==> config.mk <==
export PLATFORM = sky130hd
export DESIGN_NAME = lacp_port_selection_engine
export DESIGN_NICKNAME = d
export VERILOG_FILES = /design/src/hw/rtl/lse_pkg.sv /design/src/hw/rtl/lse_ctrl.sv /design/src/hw/rtl/lse_dp.sv /design/src/hw/rtl/lacp_port_selection_engine.sv
export SDC_FILE = /design/constraint.sdc
export NUM_CORES = 2
export LEC_CHECK = 0
export ABC_AREA = 1
export ABC_CLOCK_PERIOD_IN_PS = 4800
export BUFFER_PORTS_ARGS = -buffer_cell sky130_fd_sc_hd__buf_2
export CORE_MARGIN = 4
export CORE_UTILIZATION = 56
export CTS_CLUSTER_SIZE = 28
export DETAILED_ROUTE_END_ITERATION = 8
export PLACE_DENSITY = 0.77
export SLEW_MARGIN = 15
export SYNTH_ARGS = -nofsm -noshare
export SYNTH_HDL_FRONTEND = slang
export SYNTH_SLANG_ARGS = --single-unit
==> constraint.sdc <==
create_clock -name clk -period 4.8 [get_ports clk]
set_input_delay 0.96 -clock clk [delete_from_list [all_inputs] [get_ports clk]]
set_output_delay 0.96 -clock clk [all_outputs]
set_load 0.02 [all_outputs]
==> src/hw/rtl/lse_pkg.sv <==
// Shared types, codes and helpers for the LACP port selection engine.
package lse_pkg;

    localparam int CFG_IDX_W = 8;
    localparam int CFG_DATA_W = 64;

    localparam logic [CFG_IDX_W-1:0] REG_LOCAL_KEY    = 8'd0;
    localparam logic [CFG_IDX_W-1:0] REG_ACTIVE_MODE  = 8'd1;
    localparam logic [CFG_IDX_W-1:0] REG_TIMEOUT      = 8'd2;
    localparam logic [CFG_IDX_W-1:0] REG_PORTS_IN_USE = 8'd3;

    localparam logic [15:0] LOCAL_KEY_RESET    = 16'd1;
    localparam logic        ACTIVE_MODE_RESET  = 1'b1;
    localparam logic [63:0] TIMEOUT_RESET      = 64'd1000000000;
    localparam logic [3:0]  PORTS_IN_USE_RESET = 4'd8;

    // Bit positions in the sender's state byte
    localparam int AGG_BIT  = 2;
    localparam int COLL_BIT = 4;
    localparam int DIST_BIT = 5;

    localparam logic [1:0] ST_DETACHED     = 2'd0;
    localparam logic [1:0] ST_ATTACHED     = 2'd1;
    localparam logic [1:0] ST_COLLECTING   = 2'd2;
    localparam logic [1:0] ST_DISTRIBUTING = 2'd3;

    localparam logic KIND_LACPDU = 1'b0;
    localparam logic KIND_TICK   = 1'b1;

    localparam logic CAUSE_NEGOTIATION = 1'b0;
    localparam logic CAUSE_TIMEOUT     = 1'b1;

    typedef struct packed {
        logic        kind;
        logic [2:0]  port;
        logic        parsed;
        logic [15:0] peer_key;
        logic [7:0]  sender_state;
        logic [15:0] partner_priority;
        logic [63:0] now;
    } req_t;

    typedef struct packed {
        logic [2:0]  out_port;
        logic        cause;
        logic [1:0]  port_state;
        logic        selected;
        logic [15:0] stored_peer_key;
        logic [15:0] stored_partner_priority;
        logic [7:0]  member_mask;
        logic [3:0]  member_total;
        logic        last;
    } rsp_t;

    // Controller to datapath
    typedef struct packed {
        logic capture;
        logic ev_load;
        logic scan_step;
        logic emit_load;
    } cmd_t;

    // Datapath to controller
    typedef struct packed {
        logic req_kind;
        logic ev_hit;
        logic scan_last;
        logic exp_any;
        logic emit_last;
        logic out_free;
    } sts_t;

    function automatic logic [3:0] popcount8(input logic [7:0] v);
        logic [3:0] c;
        c = '0;
        for (int i = 0; i < 8; i++)
        begin
            c = c + {3'd0, v[i]};
        end
        return c;
    endfunction

endpackage

==> src/hw/rtl/lse_ctrl.sv <==
// Sequencing controller of the LACP port selection engine.
module lse_ctrl
    import lse_pkg::*;
(
    input  logic clk,
    input  logic rst_n,
    input  logic req_valid,
    output logic req_stall,
    input  sts_t sts,
    output cmd_t cmd
);

    localparam logic [1:0] S_IDLE  = 2'd0;
    localparam logic [1:0] S_EVENT = 2'd1;
    localparam logic [1:0] S_SCAN  = 2'd2;
    localparam logic [1:0] S_EMIT  = 2'd3;

    logic [1:0] state_reg;
    logic [1:0] state_next;

    always_comb
    begin
        state_next = state_reg;
        cmd        = '0;
        req_stall  = 1'b1;
        unique case (state_reg)
            S_IDLE:
            begin
                req_stall = 1'b0;
                if (req_valid)
                begin
                    cmd.capture = 1'b1;
                    state_next  = (sts.req_kind == KIND_TICK) ? S_SCAN : S_EVENT;
                end
            end
            S_EVENT:
            begin
                if (!sts.ev_hit)
                begin
                    state_next = S_IDLE;
                end
                else if (sts.out_free)
                begin
                    cmd.ev_load = 1'b1;
                    state_next  = S_IDLE;
                end
            end
            S_SCAN:
            begin
                cmd.scan_step = 1'b1;
                if (sts.scan_last)
                begin
                    state_next = S_EMIT;
                end
            end
            S_EMIT:
            begin
                if (!sts.exp_any)
                begin
                    state_next = S_IDLE;
                end
                else if (sts.out_free)
                begin
                    cmd.emit_load = 1'b1;
                    if (sts.emit_last)
                    begin
                        state_next = S_IDLE;
                    end
                end
            end
            default:
            begin
                state_next = S_IDLE;
            end
        endcase
    end

    always_ff @(posedge clk or negedge rst_n)
    begin
        if (!rst_n)
        begin
            state_reg <= S_IDLE;
        end
        else
        begin
            state_reg <= state_next;
        end
    end

endmodule

==> src/hw/rtl/lse_dp.sv <==
// Datapath of the LACP port selection engine: port tables, registers, result stage.
module lse_dp
    import lse_pkg::*;
#(
    parameter int DEPTH = 8
)
(
    input  logic                  clk,
    input  logic                  rst_n,
    input  req_t                  req_data,
    input  logic                  cfg_valid,
    input  logic [CFG_IDX_W-1:0]  cfg_index,
    input  logic [CFG_DATA_W-1:0] cfg_data,
    output logic                  rsp_valid,
    input  logic                  rsp_stall,
    output rsp_t                  rsp_data,
    input  cmd_t                  cmd,
    output sts_t                  sts
);

    localparam int IDX_W = (DEPTH > 1) ? $clog2(DEPTH) : 1;

    // Configuration
    logic [15:0] local_key_reg;
    logic        active_mode_reg;
    logic [63:0] timeout_reg;
    logic [3:0]  ports_in_use_reg;

    // Port tables
    logic [1:0]  st_reg    [DEPTH];
    logic        sel_reg   [DEPTH];
    logic [15:0] key_reg   [DEPTH];
    logic [15:0] prio_reg  [DEPTH];
    logic [63:0] stamp_reg [DEPTH];

    // Request, scan and result state
    req_t             req_reg;
    logic [IDX_W-1:0] scan_idx_reg;
    logic [DEPTH-1:0] exp_reg;
    logic             rsp_valid_reg;
    rsp_t             rsp_reg;

    logic [3:0]       n4;
    logic [IDX_W-1:0] ev_idx;
    logic             keys_agree;
    logic [1:0]       ev_st;
    logic             ev_sel;
    logic [7:0]       mask_cur;
    logic [7:0]       mask_ev;
    logic [7:0]       mask_em;
    logic             scan_in_range;
    logic [63:0]      scan_stamp;
    logic [64:0]      age;
    logic             scan_expired;
    logic [IDX_W-1:0] e_idx;
    logic             e_found;
    logic [DEPTH-1:0] exp_rest;
    logic             out_free;

    assign n4     = (ports_in_use_reg > 4'(DEPTH)) ? 4'(DEPTH) : ports_in_use_reg;
    assign ev_idx = req_reg.port[IDX_W-1:0];

    // Negotiate the new port state from the received LACPDU
    assign keys_agree = (req_reg.peer_key != 16'd0)
                     && (req_reg.peer_key == local_key_reg)
                     && req_reg.sender_state[AGG_BIT];

    always_comb
    begin
        ev_sel = 1'b0;
        ev_st  = ST_DETACHED;
        if (keys_agree)
        begin
            ev_sel = 1'b1;
            ev_st  = ST_ATTACHED;
            if (req_reg.sender_state[COLL_BIT])
            begin
                ev_st = ST_COLLECTING;
                if (req_reg.sender_state[DIST_BIT] || active_mode_reg)
                begin
                    ev_st = ST_DISTRIBUTING;
                end
            end
        end
    end

    always_comb
    begin
        mask_cur = '0;
        for (int i = 0; i < DEPTH; i++)
        begin
            mask_cur[i] = (4'(i) < n4) && sel_reg[i] && (st_reg[i] == ST_DISTRIBUTING);
        end
    end

    always_comb
    begin
        mask_ev = mask_cur;
        mask_ev[req_reg.port] = ev_sel && (ev_st == ST_DISTRIBUTING);
    end

    // Age check of the scanned port
    assign scan_in_range = 4'(scan_idx_reg) < n4;
    assign scan_stamp    = scan_in_range ? stamp_reg[scan_idx_reg] : 64'd0;
    assign age           = {1'b0, req_reg.now} - {1'b0, scan_stamp};
    assign scan_expired  = scan_in_range && (scan_stamp != 64'd0) && !age[64]
                        && (age[63:0] >= timeout_reg);

    // Lowest expired port goes out first
    always_comb
    begin
        e_idx   = '0;
        e_found = 1'b0;
        for (int i = 0; i < DEPTH; i++)
        begin
            if (!e_found && exp_reg[i])
            begin
                e_idx   = IDX_W'(i);
                e_found = 1'b1;
            end
        end
    end

    always_comb
    begin
        exp_rest        = exp_reg;
        exp_rest[e_idx] = 1'b0;
        mask_em         = mask_cur;
        mask_em[3'(e_idx)] = 1'b0;
    end

    assign out_free = !rsp_valid_reg || !rsp_stall;

    assign sts.req_kind  = req_data.kind;
    assign sts.ev_hit    = req_reg.parsed && ({1'b0, req_reg.port} < n4);
    assign sts.scan_last = (4'(scan_idx_reg) + 4'd1) >= n4;
    assign sts.exp_any   = e_found;
    assign sts.emit_last = (exp_rest == '0);
    assign sts.out_free  = out_free;

    // Configuration writes
    always_ff @(posedge clk or negedge rst_n)
    begin
        if (!rst_n)
        begin
            local_key_reg    <= LOCAL_KEY_RESET;
            active_mode_reg  <= ACTIVE_MODE_RESET;
            timeout_reg      <= TIMEOUT_RESET;
            ports_in_use_reg <= PORTS_IN_USE_RESET;
        end
        else if (cfg_valid)
        begin
            unique case (cfg_index)
                REG_LOCAL_KEY:    local_key_reg    <= cfg_data[15:0];
                REG_ACTIVE_MODE:  active_mode_reg  <= cfg_data[0];
                REG_TIMEOUT:      timeout_reg      <= cfg_data;
                REG_PORTS_IN_USE: ports_in_use_reg <= cfg_data[3:0];
                default:          ;
            endcase
        end
    end

    // Port tables
    always_ff @(posedge clk or negedge rst_n)
    begin
        if (!rst_n)
        begin
            for (int i = 0; i < DEPTH; i++)
            begin
                st_reg[i]    <= ST_DETACHED;
                sel_reg[i]   <= 1'b0;
                key_reg[i]   <= 16'd0;
                prio_reg[i]  <= 16'd0;
                stamp_reg[i] <= 64'd0;
            end
        end
        else if (cmd.ev_load)
        begin
            st_reg[ev_idx]    <= ev_st;
            sel_reg[ev_idx]   <= ev_sel;
            key_reg[ev_idx]   <= req_reg.peer_key;
            prio_reg[ev_idx]  <= req_reg.partner_priority;
            stamp_reg[ev_idx] <= req_reg.now;
        end
        else if (cmd.emit_load)
        begin
            st_reg[e_idx]    <= ST_DETACHED;
            sel_reg[e_idx]   <= 1'b0;
            key_reg[e_idx]   <= 16'd0;
            stamp_reg[e_idx] <= 64'd0;
        end
    end

    // Request capture, scan counter and expired set
    always_ff @(posedge clk or negedge rst_n)
    begin
        if (!rst_n)
        begin
            scan_idx_reg <= '0;
            exp_reg      <= '0;
        end
        else if (cmd.capture)
        begin
            scan_idx_reg <= '0;
            exp_reg      <= '0;
        end
        else if (cmd.scan_step)
        begin
            scan_idx_reg <= scan_idx_reg + IDX_W'(1);
            if (scan_expired)
            begin
                exp_reg[scan_idx_reg] <= 1'b1;
            end
        end
        else if (cmd.emit_load)
        begin
            exp_reg <= exp_rest;
        end
    end

    always_ff @(posedge clk)
    begin
        if (cmd.capture)
        begin
            req_reg <= req_data;
        end
    end

    // Result stage
    always_ff @(posedge clk or negedge rst_n)
    begin
        if (!rst_n)
        begin
            rsp_valid_reg <= 1'b0;
        end
        else if (cmd.ev_load || cmd.emit_load)
        begin
            rsp_valid_reg <= 1'b1;
        end
        else if (!rsp_stall)
        begin
            rsp_valid_reg <= 1'b0;
        end
    end

    always_ff @(posedge clk)
    begin
        if (cmd.ev_load)
        begin
            rsp_reg.out_port                <= req_reg.port;
            rsp_reg.cause                   <= CAUSE_NEGOTIATION;
            rsp_reg.port_state              <= ev_st;
            rsp_reg.selected                <= ev_sel;
            rsp_reg.stored_peer_key         <= req_reg.peer_key;
            rsp_reg.stored_partner_priority <= req_reg.partner_priority;
            rsp_reg.member_mask             <= mask_ev;
            rsp_reg.member_total            <= popcount8(mask_ev);
            rsp_reg.last                    <= 1'b1;
        end
        else if (cmd.emit_load)
        begin
            rsp_reg.out_port                <= 3'(e_idx);
            rsp_reg.cause                   <= CAUSE_TIMEOUT;
            rsp_reg.port_state              <= ST_DETACHED;
            rsp_reg.selected                <= 1'b0;
            rsp_reg.stored_peer_key         <= 16'd0;
            rsp_reg.stored_partner_priority <= prio_reg[e_idx];
            rsp_reg.member_mask             <= mask_em;
            rsp_reg.member_total            <= popcount8(mask_em);
            rsp_reg.last                    <= sts.emit_last;
        end
    end

    assign rsp_valid = rsp_valid_reg;
    assign rsp_data  = rsp_reg;

    a_load_needs_room: assert property (@(posedge clk) disable iff (!rst_n)
        (cmd.ev_load || cmd.emit_load) |-> out_free)
        else $error("result loaded over an unaccepted result");

    a_single_load: assert property (@(posedge clk) disable iff (!rst_n)
        !(cmd.ev_load && cmd.emit_load))
        else $error("event and timeout result loaded together");

    a_emit_only_expired: assert property (@(posedge clk) disable iff (!rst_n)
        cmd.emit_load |-> exp_reg[e_idx])
        else $error("timeout reported for a port that did not expire");

    a_emit_clears_stamp: assert property (@(posedge clk) disable iff (!rst_n)
        cmd.emit_load |=> (stamp_reg[$past(e_idx)] == 64'd0) && !exp_reg[$past(e_idx)])
        else $error("timed-out port not cleared");

endmodule

==> src/hw/rtl/lacp_port_selection_engine.sv <==
// Top level of the LACP port selection engine: controller plus datapath.
//
// Channels: req_* carries one request (an LACPDU event or a timer tick), taken
// when req_valid is high and req_stall is low. rsp_* carries results, taken
// when rsp_valid is high and rsp_stall is low. cfg_* writes registers
// (0 local key, 1 active_mode, 2 timeout, 3 ports_in_use); cfg_ready is always
// high, writes are meant for idle time only.
// Sequencing: one request at a time. An LACPDU gives at most one result,
// loaded from the EVENT state once the result register is free. A tick
// age-checks the n member ports in the SCAN state, one port per cycle
// through a single 64-bit subtract and compare, then the EMIT state gives
// one result per timed-out port as the result register frees, and none
// when no port timed out.
// The result register frees the request side: the next request is accepted
// while a finished result still waits on rsp_stall. A stalled result holds,
// and a pending LACPDU result or the emit sequence waits until it drains.
// Reset: asynchronous, clears all port tables (detached, unselected, keys,
// priorities and stamps zero) and loads the register defaults at once.
module lacp_port_selection_engine
    import lse_pkg::*;
#(
    parameter int NUM_PORTS = 8
)
(
    input  logic                  clk,
    input  logic                  rst_n,
    input  logic                  req_valid,
    output logic                  req_stall,
    input  req_t                  req_data,
    output logic                  rsp_valid,
    input  logic                  rsp_stall,
    output rsp_t                  rsp_data,
    input  logic                  cfg_valid,
    output logic                  cfg_ready,
    input  logic [CFG_IDX_W-1:0]  cfg_index,
    input  logic [CFG_DATA_W-1:0] cfg_data
);

    // Port numbers are three bits wide, so at most eight table entries exist
    localparam int DEPTH = (NUM_PORTS < 8) ? NUM_PORTS : 8;

    cmd_t cmd;
    sts_t sts;

    // Registers accept a write on any cycle
    assign cfg_ready = 1'b1;

    lse_ctrl u_ctrl (
        .clk       (clk),
        .rst_n     (rst_n),
        .req_valid (req_valid),
        .req_stall (req_stall),
        .sts       (sts),
        .cmd       (cmd)
    );

    lse_dp #(
        .DEPTH (DEPTH)
    ) u_dp (
        .clk       (clk),
        .rst_n     (rst_n),
        .req_data  (req_data),
        .cfg_valid (cfg_valid),
        .cfg_index (cfg_index),
        .cfg_data  (cfg_data),
        .rsp_valid (rsp_valid),
        .rsp_stall (rsp_stall),
        .rsp_data  (rsp_data),
        .cmd       (cmd),
        .sts       (sts)
    );

endmodule

==> results by group <==
Outcome
  • Outcome: finished, violations left
  • Failing checks: negative setup slack

Timing
  • Final Hold Viols: 0
  • Worst hold margin: 0.279 ns
  • Tmin final: 5.47 ns
  • Setup violations, final: 8
  • Clk_skew: roughly 0.033 ns
  • Final worst slack: -0.670 ns
  • RSZ-0062 raised after global routing: true
  • Worst relative slew slack: 0.156
  • Fmax: 183 MHz
  • Period utilization: 1.14
  • Fin. max-slew vios: 0
  • Worst slew pin tran: 1.27 ns

Worst setup path
  • Worst Path Class, Setup: reg2reg
  • Startpoint types: flip-flop
  • Worst Reg-to-Reg Cells: 37
  • Reg-to-reg endpoint: u_dp.exp_reg[6]$_DFFE_PN0P_
  • Crit-path max cell delay: between 0.5 and 0.6 ns
  • Critical path arrival: 6.03 ns
  • R2R Setup Slk: -0.67 ns
  • RR Startpoint: u_dp.ports_in_use_reg[3]$_DFFE_PN1P_
  • Critical Path RT: 5.36 ns
  • Critical Path End Type: flip-flop
  • Worst Setup SP: u_dp.ports_in_use_reg[3]$_DFFE_PN1P_
  • Critical path capture point: u_dp.exp_reg[6]$_DFFE_PN0P_
  • Slowest-stage cell, CP: dfstp_2
  • Worst-path maximum fanout: 7
  • Critical Path Most Common Cell: nand2_1

Route
  • Vias per Instance: 6.00
  • DR vias: 44,000
  • Drt total wl: 159,000 um
  • TritonRoute pass-1 iters: 6
  • Routed len/inst: ~22 um
  • DR DRC count: 0
  • Initial DRC count: between 5,000 and 6,000
  • Antenna violation net count after detailed routing: 0

Yosys
  • Asr flop ratio synth: 0.831
  • Most used flip-flop cell after synthesis: dfrtp_1
  • Area leader, netlist: dfrtp_1
  • Yosys Warn Count: 0
  • Simple-gate share of the synthesized area: 0.164
  • Leading post-synthesis cells by cell area: dfrtp_1 (40%), nand2_1 (10%), edfxtp_1 (9.8%), o22ai_1 (7.9%), inv_1 (7.6%)
  • Synth cell types: 64
  • Main combinational cell family by area after synthesis: compound AO/OA/AOI/OAI gates
  • Synth Register Bits: 918
  • Post-synthesis compound-gate area fraction: 0.166
  • Syn Std Cell Area: 0.0469 mm^2
  • Cells after Synth: 5,558
  • Post-synth top cells: nand2_1 (1,283), inv_1 (945), dfrtp_1 (747), o22ai_1 (592), o21ai_0 (321)
  • Syn avg cell area: between 8 and 9 um^2
  • Multiplexer area fraction after synthesis: 0
  • Xor/xnor share of the synthesized area: 0.0119
  • Number of enable flip-flop cells after synthesis: 153
  • Syn_nets: 5,897
  • Adder-cell share of the synthesized area: 0.0422
  • Synth top area share: 0.398
  • Sequential cell area fraction in the yosys report: 0.506
  • Top-count cell post-synth: nand2_1

Power and ir drop
  • Sequential power share: 0.304
  • Part of the power in combinational logic: 0.503
  • LEAKAGE: 27.8 nW
  • Clock share of power: 0.193
  • Power per cell area: 677 mW/mm^2
  • Internal: 23.4 mW
  • NetSw: 16.2 mW
  • Max VDD drop: around 0.41 mV
  • Sw Share: 0.410

Floorplanning
  • Placeable Area: roughly 0.083 mm^2
  • Io pins: about 240
  • Initial core utilization: 0.568
  • Die ar.: 0.0885 mm^2
  • # rows: 105
  • Die H: 297 um
  • Die X: 297 um

Placed design
  • Gpl congestion: 0.990
  • Input/output buffers: 234
  • Placed Area: 0.0525 mm^2
  • Placed Cells: just over 7,000
  • DP Wirelength: 99,300 um

Cells and area
  • Layout area overhead: 24.6%
  • Fillers: 5,751
  • Layout Cells excl Fill: 7,339
  • Fin area: 0.0585 mm^2
  • Max reg flops: between 500 and 600
  • Nets: 6,525
  • Share of cells above drive strength 1: 0.223

Global route
  • Vias in the first global route: ~43,000
  • First-pass GRT wire length: between 200,000 and 250,000 um
  • Pin count of the biggest net entering global routing: 124
  • GRT Total Usage: 0.342
  • Antenna violations before repair: 3
  • Total gr overflow: 0

Clock tree
  • # hold bufs at CTS: 0
  • Worst skew pair latency: 0.69 ns
  • CTS tree: built
  • Clock sinks: 918
  • Clock transition at path regs: 0.06 ns
  • Clock buffer count from CTS: 95
  • CTS root buffer: clkbuf_16
  • H-Tree Depth: 3
  • Worst-case clock buffer depth: 3

Hold path
  • HP Class: in2async

Flow run
  • MaxCap Viol Count: 0
how the worst min path moves through the flow:
stage,start,to,slack (ns),cells past startpoint
3_5_place_dp,u_dp.exp_reg[4]$_DFFE_PN0P_,u_dp.exp_reg[4]$_DFFE_PN0P_,0.47,2
3_3_place_gp,u_dp.prio_reg[114]$_DFFE_PN0P_,u_dp.prio_reg[114]$_DFFE_PN0P_,0.46,2
4_1_cts,rst_n,u_dp.local_key_reg[14]$_DFFE_PN0P_,0.31,1
2_1_floorplan,u_dp.exp_reg[4]$_DFFE_PN0P_,u_dp.exp_reg[4]$_DFFE_PN0P_,0.44,2
5_1_grt,rst_n,u_dp.local_key_reg[13]$_DFFE_PN0P_,0.32,1
6_report,rst_n,u_dp.local_key_reg[14]$_DFFE_PN0P_,0.28,1
worst max-delay path, delay by kind of cell (launching register included):
family	cells	cell delay, ns
AOI/OAI and AO/OA	7	0.77
xor gates and xnor gates	1	0.15
adders and majority gates	3	0.85
buffers and inverters	11	1.29
DFF	1	0.55
and+or+nand+nor	15	1.69
power by group through the flow:
stage | combinational, mW | sequential [mW] | clock (mW)
2_1_floorplan | 10.3 | 11.7 | 0
3_3_place_gp | 16.1 | 11.9 | 0
3_5_place_dp | 16.5 | 12.0 | 0
4_1_cts | 18.2 | 11.9 | 7.67
5_1_grt | 21.6 | 12.2 | 8.01
6_report | 19.9 | 12.0 | 7.66
kinds of logic (layout without fill, tap and decap cells):
family	Yosys count	count (layout)
AND/OR/NAND/NOR	1852	1852
flip-flops	918	918
XOR/XNOR	64	64
other	1	6
AO/OA/AOI/OAI	1332	1332
adder cells (fa/ha/maj)	153	153
buffers and inverters	1238	1944
timing repair:
item                       in CTS  in global routing
buffers inserted               24                 31
pin swaps                      99                 97
setup endpoints to repair       8                 11
gates resized for setup       302                170
gates cloned                    2                  0
cell type report:
class | instances | area, um^2 | share of cell area
well taps | 1070 | 1340 | 0.0229
clock inverters | 31 | 417 | 0.00713
diodes | 5 | 12.5 | 0.000214
repair buffers | 806 | 6190 | 0.106
flip-flops and latches | 918 | 23800 | 0.406
multi-input cells | 3402 | 20300 | 0.347
inverters | 963 | 3640 | 0.0623
clock buffers | 144 | 2820 | 0.0481
stage by stage:
step / total power, mW / setup TNS (ns) / utilization / setup WS [ns]
6_report: 39.6 / -5.24 / 0.708 / -0.670
4_1_cts: 37.8 / -3.44 / 0.696 / -0.440
3_3_place_gp: 28.0 / -7.84 / 0.635 / -0.989
3_5_place_dp: 28.5 / -9.05 / 0.635 / -1.14
2_1_floorplan: 22.0 / 0 / - / 0.0317
5_1_grt: 41.8 / -7.22 / 0.707 / -0.909
cell usage in the layout (no fill, tap or decap), types with 46 or more instances in the layout:
master / n
o22ai_1: 592
a21oi_1: 137
dfrtp_1: 744
o21ai_0: 288
ha_1: 88
o21ai_1: 109
edfxtp_1: 153
nand3_1: 103
buf_12: 47
nand2_1: 1225
ha_4: 55
clkbuf_16: 98
nand2_2: 46
nor2_1: 242
buf_4: 503
inv_1: 930
buf_2: 233
per-layer routing:
| layer | GRT usage | part of all wire | wire (um) | up-vias |
|---|---|---|---|---|
| li1 | - | - | - | 19600 |
| met2 | 0.527 | 0.45 | 71600 | 2841 |
| met1 | 0.451 | 0.38 | 59600 | 21000 |
| met4 | 0.168 | 0.055 | 8700 | 4 |
| met5 | 0 | 0.00016 | 25 | - |
| met3 | 0.0932 | 0.12 | 19000 | 651 |
Power figures use the tool's default switching activity.
